$ cat config.mk
export PLATFORM = sky130hd
export DESIGN_NAME = loop_time_histogram_profiler_unit_flat
export DESIGN_NICKNAME = d
export VERILOG_FILES = /design/src/rtl/lthp_pkg.sv /design/src/rtl/lthp_cmd_if.sv /design/src/rtl/lthp_rsp_if.sv /design/src/rtl/lthp_ram.sv /design/src/rtl/loop_time_histogram_profiler_unit.sv /design/src/flat_wrapper.sv
export VERILOG_INCLUDE_DIRS = /design/src /design/src/rtl
export SDC_FILE = /design/constraint.sdc
export NUM_CORES = 2
export LEC_CHECK = 0
export BUFFER_PORTS_ARGS = -buffer_cell sky130_fd_sc_hd__buf_2
export CORE_ASPECT_RATIO = 1.2
export CORE_MARGIN = 3
export CORE_UTILIZATION = 30
export CTS_CLUSTER_SIZE = 30
export DETAILED_ROUTE_END_ITERATION = 12
export SETUP_SLACK_MARGIN = 0.05
export SLEW_MARGIN = 30
export SYNTH_ARGS = -nofsm -noshare
export SYNTH_HDL_FRONTEND = slang
export SYNTH_SLANG_ARGS = --single-unit
$ cat constraint.sdc
create_clock -name clk -period 8.5 [get_ports clk]
set_input_delay 1.7 -clock clk [delete_from_list [all_inputs] [get_ports clk]]
set_output_delay 1.7 -clock clk [all_outputs]
set_load 0.05 [all_outputs]
$ cat src/rtl/loop_time_histogram_profiler_unit_defines.svh
// Assertion macros for the loop-time histogram profiler.
// Included by every RTL file that carries concurrent assertions.
`ifndef LOOP_TIME_HISTOGRAM_PROFILER_UNIT_DEFINES_SVH
`define LOOP_TIME_HISTOGRAM_PROFILER_UNIT_DEFINES_SVH

`ifndef SYNTH
`define LTHP_ASSERT(lbl, clk, rstn, prop) \
    lbl: assert property (@(posedge clk) disable iff (!rstn) prop) \
        else $error("lthp assertion failed");
`define LTHP_ASSERT_ALWAYS(lbl, clk, prop) \
    lbl: assert property (@(posedge clk) prop) \
        else $error("lthp assertion failed");
`else
`define LTHP_ASSERT(lbl, clk, rstn, prop)
`define LTHP_ASSERT_ALWAYS(lbl, clk, prop)
`endif

`endif

$ cat src/rtl/lthp_pkg.sv
// Shared types and constants of the loop-time histogram profiler.
// No dependencies.
`timescale 1ns / 1ps

package lthp_pkg;

    localparam int LTHP_NUM_BUCKETS = 8;
    localparam int LTHP_NUM_MODULES = 8;

    localparam int OPCODE_W   = 3;
    localparam int STAMP_W    = 32;
    localparam int MOD_IDX_W  = 3;
    localparam int READ_IDX_W = 5;
    localparam int STATE_W    = 2;
    localparam int STAT_W     = 32;

    localparam logic [STAT_W-1:0] INTERVAL_RESET = 32'd1000;

    typedef enum logic [OPCODE_W-1:0] {
        OP_START = 3'd0,
        OP_IDLE  = 3'd1,
        OP_TICK  = 3'd2,
        OP_ADD   = 3'd3,
        OP_READ  = 3'd4
    } opcode_t;

endpackage

$ cat src/rtl/lthp_cmd_if.sv
// Command channel of the profiler: valid/ready plus one command payload.
// Depends on lthp_pkg.
`timescale 1ns / 1ps

interface lthp_cmd_if;
    logic                               valid;
    logic                               ready;
    logic [lthp_pkg::OPCODE_W-1:0]      opcode;
    logic [lthp_pkg::STAMP_W-1:0]       now_ms;
    logic [lthp_pkg::MOD_IDX_W-1:0]     module_index;
    logic [lthp_pkg::STAT_W-1:0]        module_time_us;
    logic [lthp_pkg::READ_IDX_W-1:0]    read_index;

    modport source (
        output valid, opcode, now_ms, module_index, module_time_us, read_index,
        input  ready
    );
    modport sink (
        input  valid, opcode, now_ms, module_index, module_time_us, read_index,
        output ready
    );
endinterface

$ cat src/rtl/lthp_rsp_if.sv
// Response channel of the profiler: valid/ready plus one result payload.
// Depends on lthp_pkg.
`timescale 1ns / 1ps

interface lthp_rsp_if;
    logic                            valid;
    logic                            ready;
    logic [lthp_pkg::STATE_W-1:0]    capture_state;
    logic [lthp_pkg::STAT_W-1:0]     duration_report;
    logic [lthp_pkg::STAT_W-1:0]     read_value;

    modport source (
        output valid, capture_state, duration_report, read_value,
        input  ready
    );
    modport sink (
        input  valid, capture_state, duration_report, read_value,
        output ready
    );
endinterface

$ cat src/rtl/lthp_ram.sv
// Generic single-write, single-read synchronous RAM with registered read data.
// No dependencies.
`timescale 1ns / 1ps

module lthp_ram #(
    parameter int WIDTH = 32,
    parameter int DEPTH = 8,
    localparam int AW   = (DEPTH > 1) ? $clog2(DEPTH) : 1
) (
    input  logic             clk,
    input  logic             we,
    input  logic [AW-1:0]    waddr,
    input  logic [WIDTH-1:0] wdata,
    input  logic             re,
    input  logic [AW-1:0]    raddr,
    output logic [WIDTH-1:0] rdata
);

    logic [WIDTH-1:0] mem [DEPTH];
    logic [WIDTH-1:0] rdata_reg;

    always_ff @(posedge clk)
    begin
        if (we)
        begin
            mem[waddr] <= wdata;
        end
        if (re)
        begin
            rdata_reg <= mem[raddr];
        end
    end

    assign rdata = rdata_reg;

endmodule

$ cat src/rtl/loop_time_histogram_profiler_unit.sv
// Loop-time histogram profiler top level.
// Depends on lthp_pkg, lthp_cmd_if, lthp_rsp_if, lthp_ram and the defines header.
//
// Takes one command and returns one result per clock while the response side
// keeps up; otherwise the command side stalls. Each result passes the execute
// stage and then the output register. Per-module microsecond accumulators live
// in a synchronous RAM read at command transfer and written back from the
// execute stage; a start command clears them through per-entry valid bits (no
// clearing pass), and a back-to-back hit on the entry just written is forwarded.
// Histogram buckets, loop count, overrange count, longest loop and summed
// duration are flip-flop counters updated in the same execute stage.
`timescale 1ns / 1ps
`include "loop_time_histogram_profiler_unit_defines.svh"

module loop_time_histogram_profiler_unit #(
    parameter int NUM_BUCKETS = lthp_pkg::LTHP_NUM_BUCKETS,
    parameter int NUM_MODULES = lthp_pkg::LTHP_NUM_MODULES
) (
    input  logic                        clk,
    input  logic                        rst_n,
    input  logic                        cfg_wr_en,
    input  logic [lthp_pkg::STAT_W-1:0] cfg_wr_data,
    lthp_cmd_if.sink                    cmd,
    lthp_rsp_if.source                  rsp
);

    import lthp_pkg::*;

    localparam int BW = (NUM_BUCKETS > 1) ? $clog2(NUM_BUCKETS) : 1;
    localparam int MW = (NUM_MODULES > 1) ? $clog2(NUM_MODULES) : 1;

    localparam logic [31:0] R_TOTAL    = 32'(NUM_BUCKETS);
    localparam logic [31:0] R_OVER     = 32'(NUM_BUCKETS + 1);
    localparam logic [31:0] R_LONGEST  = 32'(NUM_BUCKETS + 2);
    localparam logic [31:0] R_DURATION = 32'(NUM_BUCKETS + 3);
    localparam logic [31:0] R_MOD_LO   = 32'(NUM_BUCKETS + 4);
    localparam logic [31:0] R_MOD_HI   = 32'(NUM_BUCKETS + 4 + NUM_MODULES);

    typedef enum logic [STATE_W-1:0] {
        PH_IDLE    = 2'd0,
        PH_CAPTURE = 2'd1,
        PH_DONE    = 2'd2
    } phase_t;

    // control and statistics
    phase_t               phase_reg, phase_next;
    logic [STAT_W-1:0]    interval_reg;
    logic [STAT_W-1:0]    time_left_reg, time_left_next;
    logic [STAMP_W-1:0]   loop_start_reg, loop_start_next;
    logic                 start_valid_reg, start_valid_next;
    logic [STAT_W-1:0]    bucket_reg [NUM_BUCKETS];
    logic [STAT_W-1:0]    total_reg, total_next;
    logic [STAT_W-1:0]    over_reg, over_next;
    logic [STAT_W-1:0]    longest_reg, longest_next;
    logic [STAT_W-1:0]    summed_reg, summed_next;
    logic [NUM_MODULES-1:0] mod_valid_reg;

    // execute stage
    logic                 s1_valid_reg;
    logic [OPCODE_W-1:0]  s1_op_reg;
    logic [STAMP_W-1:0]   s1_now_reg;
    logic [STAT_W-1:0]    s1_mus_reg;
    logic [READ_IDX_W-1:0] s1_ridx_reg;
    logic [MW-1:0]        s1_addr_reg;
    logic                 s1_mod_ok_reg;

    // write-back forwarding
    logic                 fwd_valid_reg;
    logic [MW-1:0]        fwd_addr_reg;
    logic [STAT_W-1:0]    fwd_data_reg;

    // output register
    logic                 out_valid_reg;
    logic [STATE_W-1:0]   out_state_reg;
    logic [STAT_W-1:0]    out_report_reg;
    logic [STAT_W-1:0]    out_value_reg;

    logic                 cmd_fire;
    logic                 s1_fire;
    logic [31:0]          cmd_ridx32;
    logic [31:0]          cmd_mod_off;
    logic                 cmd_mod_ok;
    logic [MW-1:0]        cmd_addr;

    logic [STAT_W-1:0]    ram_rdata;
    logic [STAT_W-1:0]    mod_data;
    logic                 mod_we;
    logic [STAT_W-1:0]    mod_wdata;

    logic [STAT_W-1:0]    delta;
    logic [NUM_BUCKETS-1:0] bucket_le;
    logic                 bucket_hit;
    logic [BW-1:0]        bucket_idx;
    logic                 bucket_inc;
    logic                 stats_clear;
    logic [31:0]          s1_ridx32;
    logic [STAT_W-1:0]    read_val;
    logic [STAT_W-1:0]    report_val;

    assign s1_fire   = s1_valid_reg && (!out_valid_reg || rsp.ready);
    assign cmd.ready = !s1_valid_reg || s1_fire;
    assign cmd_fire  = cmd.valid && cmd.ready;

    // RAM address: the read statistic slot for a read, else the module index
    always_comb
    begin
        cmd_ridx32  = 32'(cmd.read_index);
        cmd_mod_off = cmd_ridx32 - R_MOD_LO;
        cmd_mod_ok  = 32'(cmd.module_index) < 32'(NUM_MODULES);
        if (cmd.opcode == OP_READ)
        begin
            cmd_addr = cmd_mod_off[MW-1:0];
        end
        else
        begin
            cmd_addr = MW'(cmd.module_index);
        end
    end

    lthp_ram #(
        .WIDTH (STAT_W),
        .DEPTH (NUM_MODULES)
    ) u_mod_ram (
        .clk   (clk),
        .we    (mod_we),
        .waddr (s1_addr_reg),
        .wdata (mod_wdata),
        .re    (cmd_fire),
        .raddr (cmd_addr),
        .rdata (ram_rdata)
    );

    always_comb
    begin
        if (!mod_valid_reg[s1_addr_reg])
        begin
            mod_data = '0;
        end
        else if (fwd_valid_reg && fwd_addr_reg == s1_addr_reg)
        begin
            mod_data = fwd_data_reg;
        end
        else
        begin
            mod_data = ram_rdata;
        end
    end

    assign mod_we    = s1_fire && s1_op_reg == OP_ADD && phase_reg == PH_CAPTURE
                       && s1_mod_ok_reg;
    assign mod_wdata = mod_data + s1_mus_reg;

    // bucket select: first bucket whose bound 2^(i+1) covers the loop time
    assign delta = s1_now_reg - loop_start_reg;

    always_comb
    begin
        bucket_hit = 1'b0;
        bucket_idx = '0;
        for (int i = 0; i < NUM_BUCKETS; i++)
        begin
            bucket_le[i] = {1'b0, delta} <= (33'd1 << (i + 1));
        end
        for (int i = NUM_BUCKETS - 1; i >= 0; i--)
        begin
            if (bucket_le[i])
            begin
                bucket_hit = 1'b1;
                bucket_idx = BW'(i);
            end
        end
    end

    // execute one command against the statistics
    always_comb
    begin
        phase_next       = phase_reg;
        time_left_next   = time_left_reg;
        loop_start_next  = loop_start_reg;
        start_valid_next = start_valid_reg;
        total_next       = total_reg;
        over_next        = over_reg;
        longest_next     = longest_reg;
        summed_next      = summed_reg;
        bucket_inc       = 1'b0;
        stats_clear      = 1'b0;
        unique case (s1_op_reg)
            OP_START:
            begin
                stats_clear      = 1'b1;
                total_next       = '0;
                over_next        = '0;
                longest_next     = '0;
                summed_next      = '0;
                time_left_next   = interval_reg;
                phase_next       = PH_CAPTURE;
                start_valid_next = 1'b0;
                loop_start_next  = '0;
            end
            OP_IDLE:
            begin
                phase_next = PH_IDLE;
            end
            OP_TICK:
            begin
                if (phase_reg == PH_CAPTURE)
                begin
                    if (!start_valid_reg)
                    begin
                        loop_start_next  = s1_now_reg;
                        start_valid_next = 1'b1;
                    end
                    else
                    begin
                        total_next = total_reg + 32'd1;
                        bucket_inc = bucket_hit;
                        if (!bucket_hit)
                        begin
                            over_next = over_reg + 32'd1;
                        end
                        if (longest_reg < delta)
                        begin
                            longest_next = delta;
                        end
                        summed_next = summed_reg + delta;
                        if (time_left_reg <= delta)
                        begin
                            time_left_next = '0;
                            phase_next     = PH_DONE;
                        end
                        else
                        begin
                            time_left_next  = time_left_reg - delta;
                            loop_start_next = s1_now_reg;
                        end
                    end
                end
            end
            default:
            begin
            end
        endcase
    end

    // read mux and report
    always_comb
    begin
        s1_ridx32 = 32'(s1_ridx_reg);
        read_val  = '0;
        if (s1_op_reg == OP_READ)
        begin
            priority if (s1_ridx32 < R_TOTAL)
            begin
                read_val = bucket_reg[s1_ridx_reg[BW-1:0]];
            end
            else if (s1_ridx32 == R_TOTAL)
            begin
                read_val = total_reg;
            end
            else if (s1_ridx32 == R_OVER)
            begin
                read_val = over_reg;
            end
            else if (s1_ridx32 == R_LONGEST)
            begin
                read_val = longest_reg;
            end
            else if (s1_ridx32 == R_DURATION)
            begin
                read_val = summed_reg;
            end
            else if (s1_ridx32 < R_MOD_HI)
            begin
                read_val = mod_data;
            end
            else
            begin
                read_val = '0;
            end
        end
        unique case (phase_next)
            PH_CAPTURE: report_val = time_left_next;
            PH_DONE:    report_val = summed_next;
            default:    report_val = interval_reg;
        endcase
    end

    // control and statistics registers
    always_ff @(posedge clk or negedge rst_n)
    begin
        if (!rst_n)
        begin
            interval_reg    <= INTERVAL_RESET;
            phase_reg       <= PH_IDLE;
            time_left_reg   <= '0;
            loop_start_reg  <= '0;
            start_valid_reg <= 1'b0;
            total_reg       <= '0;
            over_reg        <= '0;
            longest_reg     <= '0;
            summed_reg      <= '0;
            mod_valid_reg   <= '0;
            s1_valid_reg    <= 1'b0;
            fwd_valid_reg   <= 1'b0;
            out_valid_reg   <= 1'b0;
            for (int i = 0; i < NUM_BUCKETS; i++)
            begin
                bucket_reg[i] <= '0;
            end
        end
        else
        begin
            if (cfg_wr_en)
            begin
                interval_reg <= cfg_wr_data;
            end
            if (cmd_fire)
            begin
                s1_valid_reg  <= 1'b1;
                // forward only a write that lands on the same edge as this read
                fwd_valid_reg <= mod_we;
            end
            else if (s1_fire)
            begin
                s1_valid_reg <= 1'b0;
            end
            if (s1_fire)
            begin
                phase_reg       <= phase_next;
                time_left_reg   <= time_left_next;
                loop_start_reg  <= loop_start_next;
                start_valid_reg <= start_valid_next;
                total_reg       <= total_next;
                over_reg        <= over_next;
                longest_reg     <= longest_next;
                summed_reg      <= summed_next;
                if (stats_clear)
                begin
                    mod_valid_reg <= '0;
                    for (int i = 0; i < NUM_BUCKETS; i++)
                    begin
                        bucket_reg[i] <= '0;
                    end
                end
                else
                begin
                    if (mod_we)
                    begin
                        mod_valid_reg[s1_addr_reg] <= 1'b1;
                    end
                    if (bucket_inc)
                    begin
                        bucket_reg[bucket_idx] <= bucket_reg[bucket_idx] + 32'd1;
                    end
                end
                out_valid_reg <= 1'b1;
            end
            else if (rsp.ready)
            begin
                out_valid_reg <= 1'b0;
            end
        end
    end

    // payload registers
    always_ff @(posedge clk)
    begin
        if (cmd_fire)
        begin
            s1_op_reg     <= cmd.opcode;
            s1_now_reg    <= cmd.now_ms;
            s1_mus_reg    <= cmd.module_time_us;
            s1_ridx_reg   <= cmd.read_index;
            s1_addr_reg   <= cmd_addr;
            s1_mod_ok_reg <= cmd_mod_ok;
            fwd_addr_reg  <= s1_addr_reg;
            fwd_data_reg  <= mod_wdata;
        end
        if (s1_fire)
        begin
            out_state_reg  <= STATE_W'(phase_next);
            out_report_reg <= report_val;
            out_value_reg  <= read_val;
        end
    end

    assign rsp.valid           = out_valid_reg;
    assign rsp.capture_state   = out_state_reg;
    assign rsp.duration_report = out_report_reg;
    assign rsp.read_value      = out_value_reg;

    `LTHP_ASSERT(a_stall_holds_stage, clk, rst_n, s1_valid_reg && !s1_fire |=> s1_valid_reg)
    `LTHP_ASSERT(a_transfer_fills_stage, clk, rst_n, cmd_fire |=> s1_valid_reg)
    `LTHP_ASSERT(a_write_only_capture, clk, rst_n, mod_we |-> phase_reg == PH_CAPTURE)
    `LTHP_ASSERT(a_write_sets_valid, clk, rst_n, mod_we |=> mod_valid_reg[$past(s1_addr_reg)])
    `LTHP_ASSERT(a_done_time_zero, clk, rst_n, phase_reg == PH_DONE |-> time_left_reg == '0)

endmodule
$ cat src/flat_wrapper.sv
// flat-port wrapper written by rule: the top's interface ports become plain ports
module loop_time_histogram_profiler_unit_flat import lthp_pkg::*;
#(
    parameter int NUM_BUCKETS = lthp_pkg::LTHP_NUM_BUCKETS,
    parameter int NUM_MODULES = lthp_pkg::LTHP_NUM_MODULES
)
  (clk, rst_n, cfg_wr_en, cfg_wr_data, cmd_valid, cmd_opcode, cmd_now_ms, cmd_module_index, cmd_module_time_us, cmd_read_index, cmd_ready, rsp_valid, rsp_capture_state, rsp_duration_report, rsp_read_value, rsp_ready);
  lthp_cmd_if cmd_i ();
  lthp_rsp_if rsp_i ();
  input  logic clk;
  input  logic rst_n;
  input  logic cfg_wr_en;
  input  logic [lthp_pkg::STAT_W-1:0] cfg_wr_data;
  input wire logic [$bits(cmd_i.valid)-1:0] cmd_valid;
  input wire logic [$bits(cmd_i.opcode)-1:0] cmd_opcode;
  input wire logic [$bits(cmd_i.now_ms)-1:0] cmd_now_ms;
  input wire logic [$bits(cmd_i.module_index)-1:0] cmd_module_index;
  input wire logic [$bits(cmd_i.module_time_us)-1:0] cmd_module_time_us;
  input wire logic [$bits(cmd_i.read_index)-1:0] cmd_read_index;
  output wire logic [$bits(cmd_i.ready)-1:0] cmd_ready;
  output wire logic [$bits(rsp_i.valid)-1:0] rsp_valid;
  output wire logic [$bits(rsp_i.capture_state)-1:0] rsp_capture_state;
  output wire logic [$bits(rsp_i.duration_report)-1:0] rsp_duration_report;
  output wire logic [$bits(rsp_i.read_value)-1:0] rsp_read_value;
  input wire logic [$bits(rsp_i.ready)-1:0] rsp_ready;
  assign cmd_i.valid = cmd_valid;
  assign cmd_i.opcode = cmd_opcode;
  assign cmd_i.now_ms = cmd_now_ms;
  assign cmd_i.module_index = cmd_module_index;
  assign cmd_i.module_time_us = cmd_module_time_us;
  assign cmd_i.read_index = cmd_read_index;
  assign cmd_ready = cmd_i.ready;
  assign rsp_valid = rsp_i.valid;
  assign rsp_capture_state = rsp_i.capture_state;
  assign rsp_duration_report = rsp_i.duration_report;
  assign rsp_read_value = rsp_i.read_value;
  assign rsp_i.ready = rsp_ready;
  loop_time_histogram_profiler_unit #(.NUM_BUCKETS(NUM_BUCKETS), .NUM_MODULES(NUM_MODULES)) u_core (.clk(clk), .rst_n(rst_n), .cfg_wr_en(cfg_wr_en), .cfg_wr_data(cfg_wr_data), .cmd(cmd_i), .rsp(rsp_i));
endmodule
### Yosys cells after proc, flatten, opt, wreduce, memory -nomap -nowiden

Memory sizes are Yosys's and may differ from the RTL's. A register that Yosys moved wholly into a read port is not among the register bits.
Cells that the tools add are included.
W data, S select, Z words.

| word-level totals | value |
|---|---|
| flip-flop bits (word level) | 670 |
| logic and storage cells | 183 |
| bits in writable memories | 256 |
| memories | 1 |
| output and inout port bits | 68 |
| bits of input ports | 112 |

Memories:

| memory | words | width | rd ports | clocked after memory_dff | wr ports | RTL line | text |
|---|---|---|---|---|---|---|---|
| u_core.u_mod_ram.mem | 8 | 32 | 1 | 1 | 1 | lthp_ram.sv:19 | `logic [WIDTH-1:0] mem [DEPTH];` |

| cells by class | value |
|---|---|
| $add $sub $neg | 8 |
| muxes and demuxes | 81 |
| magnitude comparators | 17 |
| reduce and logical (&&, ||, !) cells | 24 |
| eq/ne operators | 18 |
| bitwise logic cells | 3 |

Operators by type and width:

| cell | count |
|---|---|
| $mux W32 | 29 |
| $mux W256 | 2 |
| $pmux W32 S2 | 7 |
| $bwmux W256 | 1 |
| $bmux W32 S3 | 2 |
| $add A32 B1 Y32 const B | 3 |
| $demux W32 S3 | 1 |
| $add A32 B32 Y32 | 2 |
| $sub A32 B32 Y32 | 2 |
| $le A32 B2 Y1 const B | 1 |
| $le A32 B3 Y1 const B | 1 |
| $le A32 B32 Y1 | 1 |
| $le A32 B4 Y1 const B | 1 |
| $le A32 B5 Y1 const B | 1 |
| $le A32 B6 Y1 const B | 1 |
| $le A32 B7 Y1 const B | 1 |
| $le A32 B8 Y1 const B | 1 |
| $le A32 B9 Y1 const B | 1 |
| $lt A32 B32 Y1 | 1 |
| $mux W3 | 9 |
| $mux W1 | 21 |
| $eq A5 B4 Y1 const B | 4 |
| $mux W8 | 2 |
| $reduce_and A5 Y1 | 2 |
| 31 further kinds | 54 |

### Logic depth before layout (Yosys ltp)

| logic depth | value |
|---|---|
| depth after elaboration | 18 |
| gate-level depth with buffers | 32 |
| gate-level depth less buffers | 31 |

### Hierarchy

Synthesis repeated with hierarchy kept, for this count alone.

| unflattened totals | value |
|---|---|
| cell total of the unflattened synthesis | 4731 |
| area total of the unflattened synthesis | 51351.8 um^2 |

By module, submodules not included:

| module | area each (um^2) | cells each | sequential area each (um^2) | times used |
|---|---|---|---|---|
| loop_time_histogram_profiler_unit | 40565.2 | 4316 | 17654.4 | 1 |
| lthp_ram | 10786.6 | 415 | 8648.3 | 1 |

### Worst setup path before layout

OpenSTA, ideal clock, no wires.

| timing | value |
|---|---|
| path kind | register -> register |
| from | reg u_core.s1_now_reg[0] |
| to | reg u_core.out_report_reg[11], in the netlist u_core.rsp.duration_report[11] (data pin) |
| stages on the path, launching flop included | 31 |
| buffers on the path | 2 |
| arrival time | 5.940 ns |
| setup slack | 2.297 ns |
| data required time | 8.237 ns |
| library setup time | 0.263 ns |
| period minus slack after synthesis | 6.203 ns |
| path through | edfxtp_1 > inv_1 > ha_1 > fa_1 > nor2b_1 > o21ai_0 > nand2b_1 > xor2_1 > inv_1 > ha_1 > a21boi_0 > o21ai_0 > a21oi_1 > a211oi_1 > nor3b_1 > o31ai_1 > o21ai_0 > o21ba_2 > a221oi_1 > o21bai_1 > and2_1 > nand2_1 > a21o_1 > a21oi_1 > inv_1 > ha_1 > or2_2 > buf_1 > clkbuf_1 > o221ai_1 > a2bb2oi_1 |

| between the ends | value |
|---|---|
| cells in the longest elaborated chain, start to end | 8 |
| elaborated cells between the ends (all ways) | 18 |
| those cells by class | add/sub (3); order compare (1); eq/ne (2); mux (12) |

Ends and longest elaborated chain:

| element | RTL line | text |
|---|---|---|
| start, declared | loop_time_histogram_profiler_unit.sv:61 | `logic [STAMP_W-1:0] s1_now_reg;` |
| start signal, assigned | loop_time_histogram_profiler_unit.sv:371 | `s1_now_reg <= cmd.now_ms;` |
| $sub A32 B32 Y32 (*) | loop_time_histogram_profiler_unit.sv:154 | `assign delta = s1_now_reg - loop_start_reg;` |
| $le A32 B32 Y1 (*) | loop_time_histogram_profiler_unit.sv:226 | `if (time_left_reg <= delta)` |
| $mux W2 (*) | loop_time_histogram_profiler_unit.sv:226 |  |
| $mux W2 (*) | loop_time_histogram_profiler_unit.sv:208 | `if (!start_valid_reg)` |
| $mux W2 (*) | loop_time_histogram_profiler_unit.sv:206 | `if (phase_reg == PH_CAPTURE)` |
| $pmux W2 S3 (*) | loop_time_histogram_profiler_unit.sv:187 | `unique case (s1_op_reg)` |
| net u_core.phase_next[0] | loop_time_histogram_profiler_unit.sv:46 | `phase_t phase_reg, phase_next;` |
| $eq A2 B2 Y1 or $eq A2 B1 Y1 (tied branches) | loop_time_histogram_profiler_unit.sv:281 | `unique case (phase_next)` |
| $pmux W32 S2 (*) | loop_time_histogram_profiler_unit.sv:281 |  |
| net u_core.report_val[11] | loop_time_histogram_profiler_unit.sv:98 | `logic [STAT_W-1:0] report_val;` |
| end signal, assigned | loop_time_histogram_profiler_unit.sv:382 | `out_report_reg <= report_val;` |
| end, declared | loop_time_histogram_profiler_unit.sv:75 | `logic [STAT_W-1:0] out_report_reg;` |

The timed path passes the listed nets; every way through them passes the cells marked *.
A chain may end at the register's enable or synchronous reset.

### Worst setup path after layout

| timing | value |
|---|---|
| from | reg u_core.s1_now_reg[4] |
| to | reg u_core.bucket_reg[158] (netlist bit) |

| between the ends | value |
|---|---|
| cells in the longest elaborated chain, start to end | 18 |
| elaborated cells between the ends (all ways) | 43 |
| those cells by class | add/sub (2); order compare (10); mux (27); bitwise (1); reduce/logical (3) |

Ends and longest elaborated chain:

| element | RTL line | text |
|---|---|---|
| $sub A32 B32 Y32 (*) | loop_time_histogram_profiler_unit.sv:154 |  |
| $le A32 B9 Y1 | loop_time_histogram_profiler_unit.sv:162 | `bucket_le[i] = {1'b0, delta} <= (33'd1 << (i + 1));` |
| $mux W3 (8 in a row) | loop_time_histogram_profiler_unit.sv:166 | `if (bucket_le[i])` |
| $not A3 Y4 (not written as such) | loop_time_histogram_profiler_unit.sv:353 | `bucket_reg[bucket_idx] <= bucket_reg[bucket_idx] + 32'd1;` |
| $bmux W32 S3, or another cell as far along | loop_time_histogram_profiler_unit.sv:353 |  |
| $mux W32 (not written as such) or $logic_and A1 B1 Y1 (tied branches) | loop_time_histogram_profiler_unit.sv:353 |  |
| $mux W32 (not written as such) | loop_time_histogram_profiler_unit.sv:353 |  |
| $add A32 B1 Y32 or $demux W32 S3 (tied branches) | loop_time_histogram_profiler_unit.sv:353 |  |
| $bwmux W256 | loop_time_histogram_profiler_unit.sv:353 |  |
| $mux W256 | loop_time_histogram_profiler_unit.sv:351 | `if (bucket_inc)` |
| $mux W256 | loop_time_histogram_profiler_unit.sv:337 | `if (stats_clear)` |
| end signal, assigned by index | loop_time_histogram_profiler_unit.sv:353 |  |
| end, declared | loop_time_histogram_profiler_unit.sv:51 | `logic [STAT_W-1:0] bucket_reg [NUM_BUCKETS];` |

Mark *: on every way between the ends. The rest lies on a longest branch, timed or not. The select of a mux whose other input is x is not followed.

==> results.md <==
* Status: completed
* Hold Violations, Final at 0
* Synth top cells by count: nand2_1 (570), dfrtp_1 (488), nand3_1 (477), edfxtp_1 (464), o21ai_0 (428)
* Initial DRC count at 3848
* Clock-pin slew on the worst setup and hold paths at 70 ps
* Hold Crit Start: u_core.s1_now_reg[31]
* Maxcap violations at 0
* Routed len/inst at 22.5 µm
* Largest net degree at the start of global routing at 179
* Main synth FF type: dfrtp_1
* Critical Path AT at 8500 ps
* Skew-Pair Late Insertion Delay at 750 ps
* RSZ-0062 raised after global routing: no
* Syn Nets at 5301
* First-pass GRT wire length at 250000 µm
* Fmax at 126 MHz
* HPWL Detailed at 111000 µm
* Top-count cell post-synth: nand2_1
* Vert. Die Dim at 457 µm
* Measured slew at the worst slew-check pin at 1090 ps
* Total track usage at 18.7%
* Post-CTS Setup Bufs at 0
* Synthesized area at 50800 µm²
* EDFF count, synth at 464
* Switching Fraction at 34.0%
* Clk sink count at 958
* Area leader, netlist: edfxtp_1
* # H-tree levels at 3
* Sequential power share at 39.4%
* Leakage at 23.1 nW
* Cts repair resizes at 0
* M1 GR Usage at 24.1%
* Placer Congestion at 0.945
* Clock Path Buffers at 3
* Nets at 5350
* PortBufs at 179
* Hold Crit Class: flip-flop to flip-flop
* Seq/Total Area, Yosys at 51.8%
* # DRC at 0
* Relative slew slack at 26.7%
* Overflow after GRT at 0
* CTS tree: yes
* Reg2reg start: u_core.s1_now_reg[4]
* Synth unique cells at 97
* Combinational power share at 27.2%
* Ys async rst share at 51.6%
* Share of cells above drive strength 1 at 12.6%
* Period Utilization, post-route at 93.3%
* Initial antenna violation count at 9
* Post-DR vias/cell at 5.39
* Fin Clk Skew at 59.6 ps
* Routed WL at 166000 µm
* Synthesized instance count at 5024
* Largest stage delay, worst path at 790 ps
* CTS Root Cell: clkbuf_16
* I/O pins at 180
* Clock network fraction of total power at 33.5%
* Met3 Track Usage GR at 3.27%
* Sum Neg Setup Slack at 0 ps
* Internal power at 0.00917 W
* Initial Util at 30.3%
* Largest cells by area after synthesis: edfxtp_1 (27%), dfrtp_1 (24%), nand3_1 (4.7%), o21ai_0 (4.2%), nand2_1 (4.2%)
* Slowest-stage cell, CP: xor2_1
* Crit path cell chain: ha_1, a21o_1, nor3_1, a21oi_1, a211o_1, o22a_1, a31oi_1, xor2_1, nand4_1, or4_1, a21oi_4, buf_4, nor2_1, mux2_2, or4_1, nor4_1, nand2_1, nor4_1, xnor2_1, o21ai_1
* Hold buffer count at cts at 0
* Vias in the first global route at 38900
* Setup violation total in the final timing report at 0
* Worst Setup SP: u_core.s1_now_reg[4]
* Layout area overhead at 13.7%
* P_sw at 0.00473 W
* Mapped Avg Cell Area at 10.1 µm²
* Rows at 164
* Synth warn at 0
* Drt pass-1 iters at 6
* Die Wd at 382 µm
* Hold depth at 1
* Grt met2 use at 30.5%
* Core Area at 167000 µm²
* DIE AREA at 174000 µm²
* Max VDD drop at 0.166 mV
* Worst setup EP type: flip-flop
* Top fanout value on the critical path at 24
* Synth Register Bits at 958
* Num CTS Buffers at 101
* CP startpoint kind: flip-flop
* Required time of the critical path at 9070 ps
* Max Slew Vio Count at 0
* Kind of critical path: flip-flop to flip-flop
* R2R cell count at 20
* Grt peak-use layer: met2
* Min Clock Period, post-route at 7930 ps
* Synth top area share at 27.4%
* Vias at 39900
* ANT nets after route at 0
* Pwr dens at 241 nW/µm²
* Util after Layout at 34.5%
cells in the final DEF, fill, tap and decap left out, types with 161 or more instances in the layout:
master	instances
a21oi_1	227
buf_2	178
dfrtp_1	488
edfxtp_1	464
ha_1	161
inv_1	165
nand2_1	567
nand3_1	474
nor2_1	395
o21ai_0	428
cell families after synthesis:
kind of cell	Yosys count	share of synthesized area (%)
xor gates and xnor gates	180	3.19
and+or+nand+nor	1766	16.1
AOI/OAI and AO/OA	1265	15.4
adders and majority gates	165	4.12
muxes	201	5.65
buffers and inverters	489	3.70
DFF	958	51.8
worst paths after layout:
kind / to / slack, ps
max: u_core.bucket_reg[158] / 570
min in group asynchronous: u_core.loop_start_reg[31] / 1010
min reg2reg: u_core.loop_start_reg[31] / 480
max reg2reg: u_core.bucket_reg[158] / 570
min: u_core.loop_start_reg[31] / 480
max in group asynchronous: u_core.bucket_reg[199] / 6100
worst max-delay path: cells and delay by family (launching register included):
family	cells	cell delay, ps
mux	1	260
simple gates	8	3010
compound gates	7	2090
fa+ha+maj	1	390
buf+inv	1	400
xor+xnor	2	1140
flops	1	420
layer usage:
metal  wire length (µm)  part of all wire (%)
met1              68900                    41
met5                  0                     0
met2              78200                    47
met4               8040                   4.8
met3              11200                   6.7
layout make-up:
| type | count | area (µm²) |
|---|---|---|
| inverters | 174 | 657 |
| diodes | 3 | 7.51 |
| clock buffers | 140 | 2870 |
| multi-input cells | 3577 | 22800 |
| fillers | 16800 | 110000 |
| well taps | 2241 | 2800 |
| repair buffers | 261 | 1620 |
| clock inverters | 48 | 639 |
| flip-flops and latches | 958 | 26300 |
power groups by stage:
stage | clock, W | combinational (W) | sequential [W]
final | 0.00465 | 0.00377 | 0.00547
after global routing | 0.00494 | 0.00411 | 0.00549
after CTS | 0.00475 | 0.00373 | 0.00547
after detailed placement | 0 | 0.00371 | 0.00555
after global placement | 0 | 0.00369 | 0.00556
after floorplan | 0 | 0.00240 | 0.00559
per-stage QoR:
stage | hold WS (ps) | cell area [µm²] | power, W | instances | setup slack [ps]
floorplan | 424 | 50800 | 0.00799 | 5024 | 2300
global placement | 467 | 54200 | 0.00924 | 7209 | 890
detailed placement | 484 | 54200 | 0.00927 | 7209 | 806
CTS | 481 | 57700 | 0.0140 | 7397 | 754
global route | 502 | 57700 | 0.0145 | 7400 | 139
finish | 481 | 57700 | 0.0139 | 7402 | 570
Power figures use the tool's default switching activity.
